### src/hdl/assert_macros.svh
// Assertion helpers included by the interface core.
`ifndef ASSERT_MACROS_SVH
`define ASSERT_MACROS_SVH

// Clocked check that is switched off while reset is asserted.
`define VDPI_ASSERT(lbl, clk, rstn, prop, msg) \
    lbl: assert property (@(posedge clk) disable iff (!rstn) (prop)) else $error(msg);

// Clocked check that also holds during reset.
`define VDPI_ASSERT_ALWAYS(lbl, clk, prop, msg) \
    lbl: assert property (@(posedge clk) (prop)) else $error(msg);

`endif

### src/hdl/vdpi_ram.sv
module vdpi_ram #(
    parameter int WIDTH = 8,
    parameter int DEPTH = 32
) (
    input  logic                     i_clk,
    input  logic                     i_we,
    input  logic [$clog2(DEPTH)-1:0] i_waddr,
    input  logic [WIDTH-1:0]         i_wdata,
    input  logic                     i_re,
    input  logic [$clog2(DEPTH)-1:0] i_raddr,
    output logic [WIDTH-1:0]         o_rdata
);

    logic [WIDTH-1:0] r_mem [DEPTH];

    always_ff @(posedge i_clk) begin
        if (i_we) begin
            r_mem[i_waddr] <= i_wdata;
        end
        if (i_re) begin
            o_rdata <= r_mem[i_raddr];
        end
    end

endmodule

### config.mk
export PLATFORM = sky130hd
export DESIGN_NAME = vdpi_ram
export DESIGN_NICKNAME = d
export VERILOG_FILES = /design/src/hdl/assert_macros.svh /design/src/hdl/vdpi_ram.sv
export SDC_FILE = /design/constraint.sdc
export NUM_CORES = 1
export LEC_CHECK = 0
export ABC_AREA = 0
export BUFFER_PORTS_ARGS = -buffer_cell sky130_fd_sc_hd__buf_2
export CORE_MARGIN = 5
export CORE_UTILIZATION = 55
export CTS_CLUSTER_SIZE = 10
export DETAILED_ROUTE_END_ITERATION = 10
export PLACE_DENSITY = 0.74
export SKIP_LAST_GASP = 1
export SLEW_MARGIN = 20
export SYNTH_ARGS = -nofsm -noshare
export SYNTH_HDL_FRONTEND = slang
export SYNTH_SLANG_ARGS = --single-unit
### constraint.sdc
create_clock -name i_clk -period 4.25 [get_ports i_clk]
set_input_delay 0.85 -clock i_clk [delete_from_list [all_inputs] [get_ports i_clk]]
set_output_delay 0.85 -clock i_clk [all_outputs]
set_load 0.005 [all_outputs]
# Word level (Yosys, flattened, before mapping)
# Memories as Yosys holds them, arrays and structs flattened. A register that Yosys moved wholly into a read port is not among the register bits.
# Cells that the tools add are included.
# word_totals
regBits,0
output_inout_bits,8
ramBits,256
n_memories,1
# op_classes
muxes,2
# memory_table
memory,words,width,read_ports,rd_clocked_by_memory_dff,write_ports,line,rtl
r_mem,32,8,1,1,1,vdpi_ram.sv:14,logic [WIDTH-1:0] r_mem [DEPTH];
# ops
operator,n
$mux W1,2

# Depth between registers and ports, before layout
# Gate-level depths: netlist of run 1.
# depth
ltp_word,2
ltp_mapped,5

# Worst setup path before layout of run 1
# Ideal clock, no wire load.
# synth_path
kind,input -> register
startpoint,in i_raddr[2]
endpoint,"reg o_rdata[0], read port of r_mem (data pin)"
slack_ns,1.458
path_stages,5
required_ns,3.990
path_buffers,2
arrival_time_ns,2.532
setup_ns,0.260
path_cell_list,clkbuf_1 clkbuf_1 mux4_2 mux4_2 mux2_2
# synth_lines
element,line,rtl
start: declaration,vdpi_ram.sv:10,"input logic [$clog2(DEPTH)-1:0] i_raddr,"
end: declaration,vdpi_ram.sv:11,output logic [WIDTH-1:0] o_rdata

==> results of run 1 <==
-- critical path, cell delays in order --
cell and delay, ns:
buf_4 0.36, buf_12 0.29, mux4_2 0.57, mux4_2 0.53
mux2_2 0.29
-- area by class of cell --
cell class                 count  area share, %
multi-input combinational    133          18.59
clock inverter                 1        0.07754
sequential                   264          70.18
tap                          229          2.537
clock buffer                  31          6.868
timing repair buffer          32          1.750
-- how the worst min path moves through the flow --
stage,from,to,slack [ns]
2_1_floorplan,r_mem[12][0],o_rdata[0],0.94
3_3_place_gp,r_mem[27][7],o_rdata[7],0.96
3_5_place_dp,r_mem[24][2],o_rdata[2],0.96
4_1_cts,i_re,o_rdata[1],0.69
5_1_grt,i_re,o_rdata[7],0.69
6_report,i_re,o_rdata[7],0.71
-- power by group --
group          switching, µW  internal (µW)  total (µW)
logic                    143            114         258
clock network            894           1270        2160
registers               15.8           2910        2930
-- per-layer routing --
| metal | routed length, µm | vias up |
|---|---|---|
| met3 | 1663 | 31 |
| met2 | 9484 | 246 |
| met4 | 510 | 0 |
| met5 | 0 | - |
| met1 | 8437 | 2402 |
| li1 | - | 1856 |
-- metrics by stage --
stage | util (%) | hold slack [ns] | setup WS [ns] | instances | instance area, µm²
final | 62.67 | 0.7093 | 1.627 | 690 | 11300
after CTS | 62.67 | 0.6869 | 1.579 | 690 | 11300
after floorplan | - | 0.9406 | 1.458 | 417 | 10130
after global routing | 62.67 | 0.6895 | 1.505 | 690 | 11300
after detailed placement | 58.32 | 0.9597 | 1.032 | 658 | 10510
after global placement | 58.32 | 0.9622 | 1.050 | 658 | 10510
-- state kept, by name, indices dropped and copies added, names as in the netlist --
register	count
o_rdata	8
r_mem	256
-- logic make-up (layout without fill, tap and decap cells) --
logic type    Yosys count  after routing  synth area share [%]
mux                    88             88                 18.67
buf+inv                20             64                 1.049
simple gates           45             45                 2.050
flops                 264            264                 78.23
-- cell usage in the layout (no fill, tap or decap), drive strengths merged --
cell and count:
buf 32, clkbuf 31, clkinv 1, edfxtp 264
mux2 8, mux4 80, nand2 1, nand3 2
nand3b 5, nor2 33, or3 1, or3b 3
==> summary.md, run 1 <==
| Metric | Value |
|---|---|
| Critical Path End | o_rdata[3] |
| Fin Clk Skew | 0.006665 ns |
| Gp weighted congestion | 0.8496 |
| Mapped Area | 10130 µm² |
| Worst vdd rail ir drop | 0.3203 mV |
| CTS tree | done |
| Achievable frequency | 0.3812 GHz |
| Final period utilization | 61.73% |
| Critical Path Start | i_raddr[0] |
| Post-synth top area share | 78.23% |
| FF-to-FF Start | r_mem[2][2] |
| Max clock buf depth | 3 |
| Crit Reg-Reg Endpoint | o_rdata[2] |
| Setup_tns | 0 ns |
| DIE HEIGHT | 145.7 µm |
| FF+latch area | 7928 µm² |
| CTS clock-pin slew for the worst setup and hold paths | 0.06 ns |
| R2R depth | 3 |
| GRT busiest layer | met1 |
| RSZ-0062 raised after global routing | no |
| Routed Antenna Nets | 0 |
| Drt total wl | 20100 µm |
| Wire length of the first global-routing pass | 30870 µm |
| WL per Instance | 29.12 µm |
| Cts hold-fix bufs | 0 |
| Global route total overflow | 0 |
| Clock insertion delay at the later pin of the skew report | 0.53 ns |
| Residual DRC count | 0 |
| Core Rows | 49 |
| Top post-synthesis cells by count | edfxtp_1, mux4_2, nor2_1, mux2_2 |
| Pin slew with the least headroom to its limit | 0.9006 ns |
| Slew Limit Headroom | 39.74% |
| Post-DP HPWL | 12580 µm |
| Async S/R FF share, synth | 0% |
| Run status | completed |
| R2R Setup Slk | 2.29 ns |
| CTS sink cnt | 264 |
| Post-synth EDFFs | 264 |
| Cells after Synth | 417 |
| Share of cells above drive strength 1 | 33.62% |
| Synth area leaders | edfxtp_1, mux4_2, nor2_1, mux2_2, buf_4 |
| Fin crit period | 2.623 ns |
| Met3 Track Usage GR | 3.893% |
| Max cap viols | 0 |
| Pwr dens | 473.1 nW/µm² |
| Setup Fix Bufs, Post-CTS | 0 |
| Number of diodes | 0 |
| Met1 Use GR | 29.29% |
| Yosys warns | 0 |
| Area leader, netlist | edfxtp_1 |
| Synth Area per Inst | 24.30 µm² |
| Vias in the first global route | 4705 |
| Arrival time at the worst endpoint | 2.90 ns |
| Crit-path max FO | 26 |
| Die Wd | 145.7 µm |
| Number of H-tree levels | 1 |
| Largest net degree at the start of global routing | 65 |
| Initial DRC Count | 467 |
| I/O Pins | 29 |
| Final nets | 482 |
| Die area | 21240 µm² |
| P&R area growth vs syn | 11.47% |
| I/O Buffers | 28 |
| Final Setup Violations | 0 |
| Final Hold Fails | 0 |
| Critical path class | input port to register |
| Crit start category | input port |
| Vias | 4535 |
| P_leak | 0.003503 µW |
| # resized after CTS | 0 |
| Initial antenna violation count | 0 |
| Synth unique cells | 14 |
| Area of the multi-input gates | 2100 µm² |
| Final Max Tran Viols | 0 |
| Critical Path Sink Type | register |
| GR Util met2 | 28.67% |
| Predominant post-synthesis flop cell | edfxtp_1 |
| Total CTS buffers | 30 |
| Most numerous cell in the Yosys netlist | edfxtp_1 |
| Hold Path Stages | 1 |
| Seq cells post-synth | 264 |
| Initial Util | 56.22% |
| Seq/Total Area, Yosys | 78.23% |
| Fill count | 1161 |
| Worst Path Required | 4.53 ns |
| Total Power | 5345 µW |
| Syn_nets | 438 |
| Core area | 18020 µm² |
| HP Class | input port to register |
| Clk Tree Root Cell | clkbuf_16 |
| First-pass DRT Iterations | 8 |
| Total Routing Usage GR | 19.22% |
| Routed vias/inst | 6.572 |
Note: power is estimated with default switching activity, not from simulation.
==> run 2, diff against run 1 <==
--- a/config.mk
+++ b/config.mk
@@ -11,7 +11,7 @@
 export CORE_UTILIZATION = 55
 export CTS_CLUSTER_SIZE = 10
 export DETAILED_ROUTE_END_ITERATION = 10
-export PLACE_DENSITY = 0.74
+export PLACE_DENSITY = 0.77
 export SKIP_LAST_GASP = 1
 export SLEW_MARGIN = 20
 export SYNTH_ARGS = -nofsm -noshare
==> constraint.sdc (replaced) <==
create_clock -name i_clk -period 2.4 [get_ports i_clk]
set_input_delay 0.48 -clock i_clk [delete_from_list [all_inputs] [get_ports i_clk]]
set_output_delay 0.48 -clock i_clk [all_outputs]
set_load 0.005 [all_outputs]
==> run 2 against run 1 <==
Worst hold slack lost 0.39 ns. Global-route usage grew 1.0 points. Largest power group unchanged. Count of clock-buffer cells in the layout is the same. Total power grew 77%. Final cell count grew 6.2%. Combinational power grew 94%. First-iteration DRC count grew 18%. Wire length grew 6.0%. Largest cell class unchanged.
==> summary.md, run 2 (same netlist as run 1, synthesis figures left out) <==
| Metric | Value |
|---|---|
| Global route total overflow | 0 |
| Max cap viols | 0 |
| Largest Register | r_mem |
| Final Non-Filler Cells | 733 |
| Total Power | 9484 µW |
| Placed insts | 701 |
| CTS sink cnt | 264 |
| Max reg flops | 256 |
| Routed Antenna Nets | 0 |
| Crit Reg-Reg Endpoint | o_rdata[2] |
| Total CTS buffers | 30 |
| Arrival time at the worst endpoint | 2.33 ns |
| Number of H-tree levels | 1 |
| Clk Tree Root Cell | clkbuf_16 |
| Crit-path max FO | 9 |
| Initial DRC Count | 553 |
| Initial Util | 56.22% |
| Final core utilization | 64.74% |
| Max clock buf depth | 3 |
| Cts hold-fix bufs | 0 |
| Residual DRC count | 0 |
| FF-to-FF Start | r_mem[15][2] |
| Critical path class | input port to register |
| RSZ-0062 raised after global routing | no |
| Crit start category | input port |
| Hold EP | o_rdata[7] |
| I/O Pins | 29 |
| Die Wd | 145.7 µm |
| Final period utilization | 85.57% |
| R2R depth | 3 |
| Achievable frequency | 0.4869 GHz |
| Switching power total | 1856 µW |
| First-pass DRT Iterations | 5 |
| P_leak | 0.003749 µW |
| Final nets | 525 |
| Gp weighted congestion | 0.7869 |
| Fin Clk Skew | 0.01240 ns |
| Clock power share | 40.2% |
| Flop pwr share | 54.5% |
| Final Hold Fails | 0 |
| Slew Limit Headroom | 57.73% |
| Final Max Tran Viols | 0 |
| Final Setup Violations | 0 |
| DP Area | 10880 µm² |
| Pwr dens | 812.8 nW/µm² |
| DIE HEIGHT | 145.7 µm |
| Share of cells above drive strength 1 | 39.29% |
| Die area | 21240 µm² |
| Run status | completed |
| Combinational power share | 5.3% |
| Total Routing Usage GR | 20.24% |
| Vias in the first global route | 4982 |
| Initial antenna violation count | 0 |
| Pint | 7628 µW |
| R2R Setup Slk | 0.37 ns |
| Sw Share | 19.57% |
| Routed vias/inst | 6.559 |
| Commonest non-fill, non-tap cells in the layout | edfxtp_1, mux4_2, buf_4 |
| Hold Startpoint | i_re |
| Post-DP HPWL | 13250 µm |
| Critical Path Sink Type | register |
| Fin crit period | 2.054 ns |
| CTS clock-pin slew for the worst setup and hold paths | 0.05 ns |
| Hold Path Stages | 1 |
| Core Rows | 49 |
| Number of diodes | 0 |
| P&R area growth vs syn | 15.15% |
| I/O Buffers | 28 |
| Biggest regs | r_mem (256), o_rdata (8) |
| Pin slew with the least headroom to its limit | 0.6340 ns |
| Vias | 4808 |
| Setup Fix Bufs, Post-CTS | 0 |
| Worst vdd rail ir drop | 0.7015 mV |
| Most common cell after layout, fill and taps aside | edfxtp_1 |
| WL per Instance | 29.07 µm |
| Wire length of the first global-routing pass | 32180 µm |
| CTS tree | done |
| Core area | 18020 µm² |
| # resized after CTS | 0 |
| Design area | 11670 µm² |
| Largest net degree at the start of global routing | 36 |
| HP Class | input port to register |
| Drt total wl | 21310 µm |
| Worst Path Required | 2.68 ns |
| Clock insertion delay at the later pin of the skew report | 0.54 ns |
[run 2: metal layers]
layer	routed length, µm	vias to the layer above	track usage [%]
met4	336	0	4.664
met2	10580	260	31.75
li1	-	1937	-
met5	0	-	0
met1	8503	2579	30.52
met3	1880	32	3.519
[run 2: worst max-delay path: stages]
cell and delay (ns):
buf_4 0.16, buf_12 0.16, buf_12 0.15, mux4_2 0.50, mux4_2 0.56, mux2_2 0.30
[run 2: per-stage QoR]
stage	TNS (ns)	worst slack [ns]	hold slack (ns)
after floorplan	0	0.09514	0.5789
after global placement	-1.079	-0.2049	0.8637
after detailed placement	-1.099	-0.1984	0.8630
after CTS	0	0.3408	0.3073
after global routing	0	0.3229	0.3199
final	0	0.3463	0.3192
[run 2: layout make-up]
| cell class | instances | area (µm²) |
|---|---|---|
| Clock inverter | 1 | 8.758 |
| Fill cell | 1122 | 6356 |
| Sequential cell | 264 | 7928 |
| Clock buffer | 31 | 775.7 |
| Timing Repair Buffer | 75 | 570.5 |
| Tap cell | 229 | 286.5 |
| Multi-Input combinational cell | 133 | 2100 |
[run 2: how the worst max path moves through the flow]
stage / from / endpoint / cells past startpoint
finish: i_raddr[0] / o_rdata[2] / 6
global route: i_raddr[0] / o_rdata[2] / 6
CTS: i_raddr[0] / o_rdata[2] / 6
detailed placement: i_raddr[0] / o_rdata[2] / 6
global placement: i_raddr[0] / o_rdata[2] / 6
floorplan: i_raddr[1] / o_rdata[0] / 4
[run 2: power groups by stage]
stage / Combinational [µW] / Clock (µW) / Sequential (µW)
after floorplan: 274 / 0 / 5260
after global placement: 484 / 0 / 5260
after detailed placement: 501 / 0 / 5270
after CTS: 508 / 3870 / 5170
after global routing: 535 / 4070 / 5170
final: 501 / 3810 / 5170
==> run 3, diff against run 2 <==
--- a/config.mk
+++ b/config.mk
@@ -7,11 +7,12 @@
 export LEC_CHECK = 0
 export ABC_AREA = 0
 export BUFFER_PORTS_ARGS = -buffer_cell sky130_fd_sc_hd__buf_2
+export CORE_ASPECT_RATIO = 1.75
 export CORE_MARGIN = 5
 export CORE_UTILIZATION = 55
 export CTS_CLUSTER_SIZE = 10
 export DETAILED_ROUTE_END_ITERATION = 10
-export PLACE_DENSITY = 0.77
+export PLACE_DENSITY = 0.74
 export SKIP_LAST_GASP = 1
 export SLEW_MARGIN = 20
 export SYNTH_ARGS = -nofsm -noshare
==> constraint.sdc (replaced) <==
create_clock -name i_clk -period 2.2 [get_ports i_clk]
set_input_delay 0.44 -clock i_clk [delete_from_list [all_inputs] [get_ports i_clk]]
set_output_delay 0.44 -clock i_clk [all_outputs]
set_load 0.005 [all_outputs]
==> run 3 against run 2 <==
Sequential cell count did not move. Worst setup slack got worse by 0.19 ns. Critical path depth fell by 1. Register-to-register slack got worse by 0.14 ns. Critical path type unchanged. Utilization barely moved. Wire length rose by 2.4%. First-iteration DRC count fell by 27%. Clock power rose by 9.2%. Combinational power rose by 11%.
==> summary.md, run 3 (same netlist as run 1, synthesis figures left out) <==
| Metric | Value |
|---|---|
| DP Area | 10910 µm² |
| R2R Setup Slk | 0.23 ns |
| Core Rows | 65 |
| Switching power total | 2028 µW |
| RSZ-0062 raised after global routing | no |
| Worst hold slack | 0.2690 ns |
| Hold EP | o_rdata[6] |
| Gp weighted congestion | 0.8246 |
| Commonest non-fill, non-tap cells in the layout | edfxtp_1, mux4_2, buf_4 |
| Most common cell after layout, fill and taps aside | edfxtp_1 |
| Critical path class | input port to register |
| Pint | 8325 µW |
| Vias in the first global route | 5129 |
| Clk Tree Root Cell | clkbuf_16 |
| Worst Path Required | 2.48 ns |
| # resized after CTS | 0 |
| Global route total overflow | 0 |
| Hold Startpoint | i_re |
| Combinational power share | 5.4% |
| Critical Path Start | i_raddr[0] |
| Total CTS buffers | 30 |
| Total Routing Usage GR | 21.38% |
| CTS tree | done |
| Residual DRC count | 0 |
| I/O Pins | 29 |
| Run status | completed |
| Fin crit period | 2.047 ns |
| Final period utilization | 93.05% |
| Max reg flops | 256 |
| Max cap viols | 0 |
| Drt total wl | 21810 µm |
| First-pass DRT Iterations | 5 |
| Fin Clk Skew | 0.01252 ns |
| Initial antenna violation count | 0 |
| Routed Antenna Nets | 0 |
| Placed insts | 707 |
| CP max-delay cell | mux4_2 |
| WL per Instance | 29.52 µm |
| P_leak | 0.003758 µW |
| Fill count | 1205 |
| Final Non-Filler Cells | 739 |
| Final Setup Violations | 0 |
| Share of cells above drive strength 1 | 39.41% |
| Die area | 21350 µm² |
| Crit-path max FO | 19 |
| Slack of the critical path | 0.1529 ns |
| Post-place setup slack | -0.3624 ns |
| Vias | 4720 |
| Number of diodes | 0 |
| Largest Register | r_mem |
| Max clock buf depth | 3 |
| Final Max Tran Viols | 0 |
| Crit Reg-Reg Endpoint | o_rdata[3] |
| Flop pwr share | 54.5% |
| Slew Limit Headroom | 57.85% |
| HP Class | input port to register |
| CTS clock-pin slew for the worst setup and hold paths | 0.05 ns |
| Setup Fix Bufs, Post-CTS | 0 |
| Pwr dens | 885.2 nW/µm² |
| Critical Path Sink Type | register |
| CP peak stage delay | 0.57 ns |
| DIE HEIGHT | 189.6 µm |
| I/O Buffers | 28 |
| Most common cell on crit path | mux4_2 |
| Die Wd | 112.6 µm |
| Post-DP HPWL | 14210 µm |
| Sw Share | 19.59% |
| Biggest regs | r_mem (256), o_rdata (8) |
| Achievable frequency | 0.4885 GHz |
| Number of H-tree levels | 1 |
| Worst vdd rail ir drop | 0.6362 mV |
| Final Hold Fails | 0 |
| CTS sink cnt | 264 |
| CP Cell Sequence | buf_4, buf_12, mux4_2, mux4_2, mux2_2 |
| Cts hold-fix bufs | 0 |
| Arrival time at the worst endpoint | 2.33 ns |
| FF-to-FF Start | r_mem[5][3] |
| Pin slew with the least headroom to its limit | 0.6322 ns |
| Routed vias/inst | 6.387 |
| Hold Path Stages | 1 |
| Core area | 18050 µm² |
| Wire length of the first global-routing pass | 33190 µm |
| FF+latch area | 7928 µm² |
| R2R depth | 3 |
| Clock insertion delay at the later pin of the skew report | 0.53 ns |
| Crit start category | input port |
| Area of the multi-input gates | 2100 µm² |
| Largest net degree at the start of global routing | 33 |
| Initial Util | 56.13% |
| Clock power share | 40.1% |
| Design area | 11700 µm² |
| Final nets | 526 |
| P&R area growth vs syn | 15.41% |
| Initial DRC Count | 404 |
run 3: changes by cell type in the layout (fill, tap and decap cells not counted), sizes merged:
| cell | delta |
|---|---|
| buf | +1 |
run 3: routing by layer:
| layer | global-route usage, % | share of wire, % | wire length [µm] |
|---|---|---|---|
| met1 | 25.60 | 33 | 7297 |
| met2 | 38.90 | 56 | 12300 |
| met3 | 3.342 | 6.8 | 1484 |
| met4 | 7.820 | 3.3 | 727 |
| met5 | 0 | 0 | 0 |
run 3: stage by stage:
stage	utilization, %	total power (µW)	TNS, ns
6_report	64.77	10350	0
5_1_grt	64.77	10690	0
4_1_cts	64.77	10420	0
3_5_place_dp	60.43	6302	-2.612
3_3_place_gp	60.43	6282	-2.614
2_1_floorplan	-	6057	0
run 3: worst max-delay path by stage:
stage,end,cells after the start,slack [ns]
6_report,o_rdata[7],5,0.15
5_1_grt,o_rdata[4],5,0.17
4_1_cts,o_rdata[7],5,0.18
3_5_place_dp,o_rdata[7],5,-0.36
3_3_place_gp,o_rdata[7],5,-0.36
2_1_floorplan,o_rdata[0],5,0.02
run 3: final cells by class:
cell class	instances	area share, %
Tap cell	234	2.503
Sequential cell	264	67.79
Clock inverter	1	0.07489
Clock buffer	31	6.633
Timing Repair Buffer	76	5.050
Multi-Input combinational cell	133	17.95
run 3: critical path, delay by kind of cell:
family	cells	cell delay, ns
buf+inv	2	0.46
mux	3	1.39
run 3: power groups by stage:
stage,Combinational [µW],Clock (µW),Sequential [µW]
after global routing,591,4460,5640
after CTS,562,4220,5640
after floorplan,322,0,5730
after global placement,545,0,5740
after detailed placement,561,0,5740
final,556,4160,5640
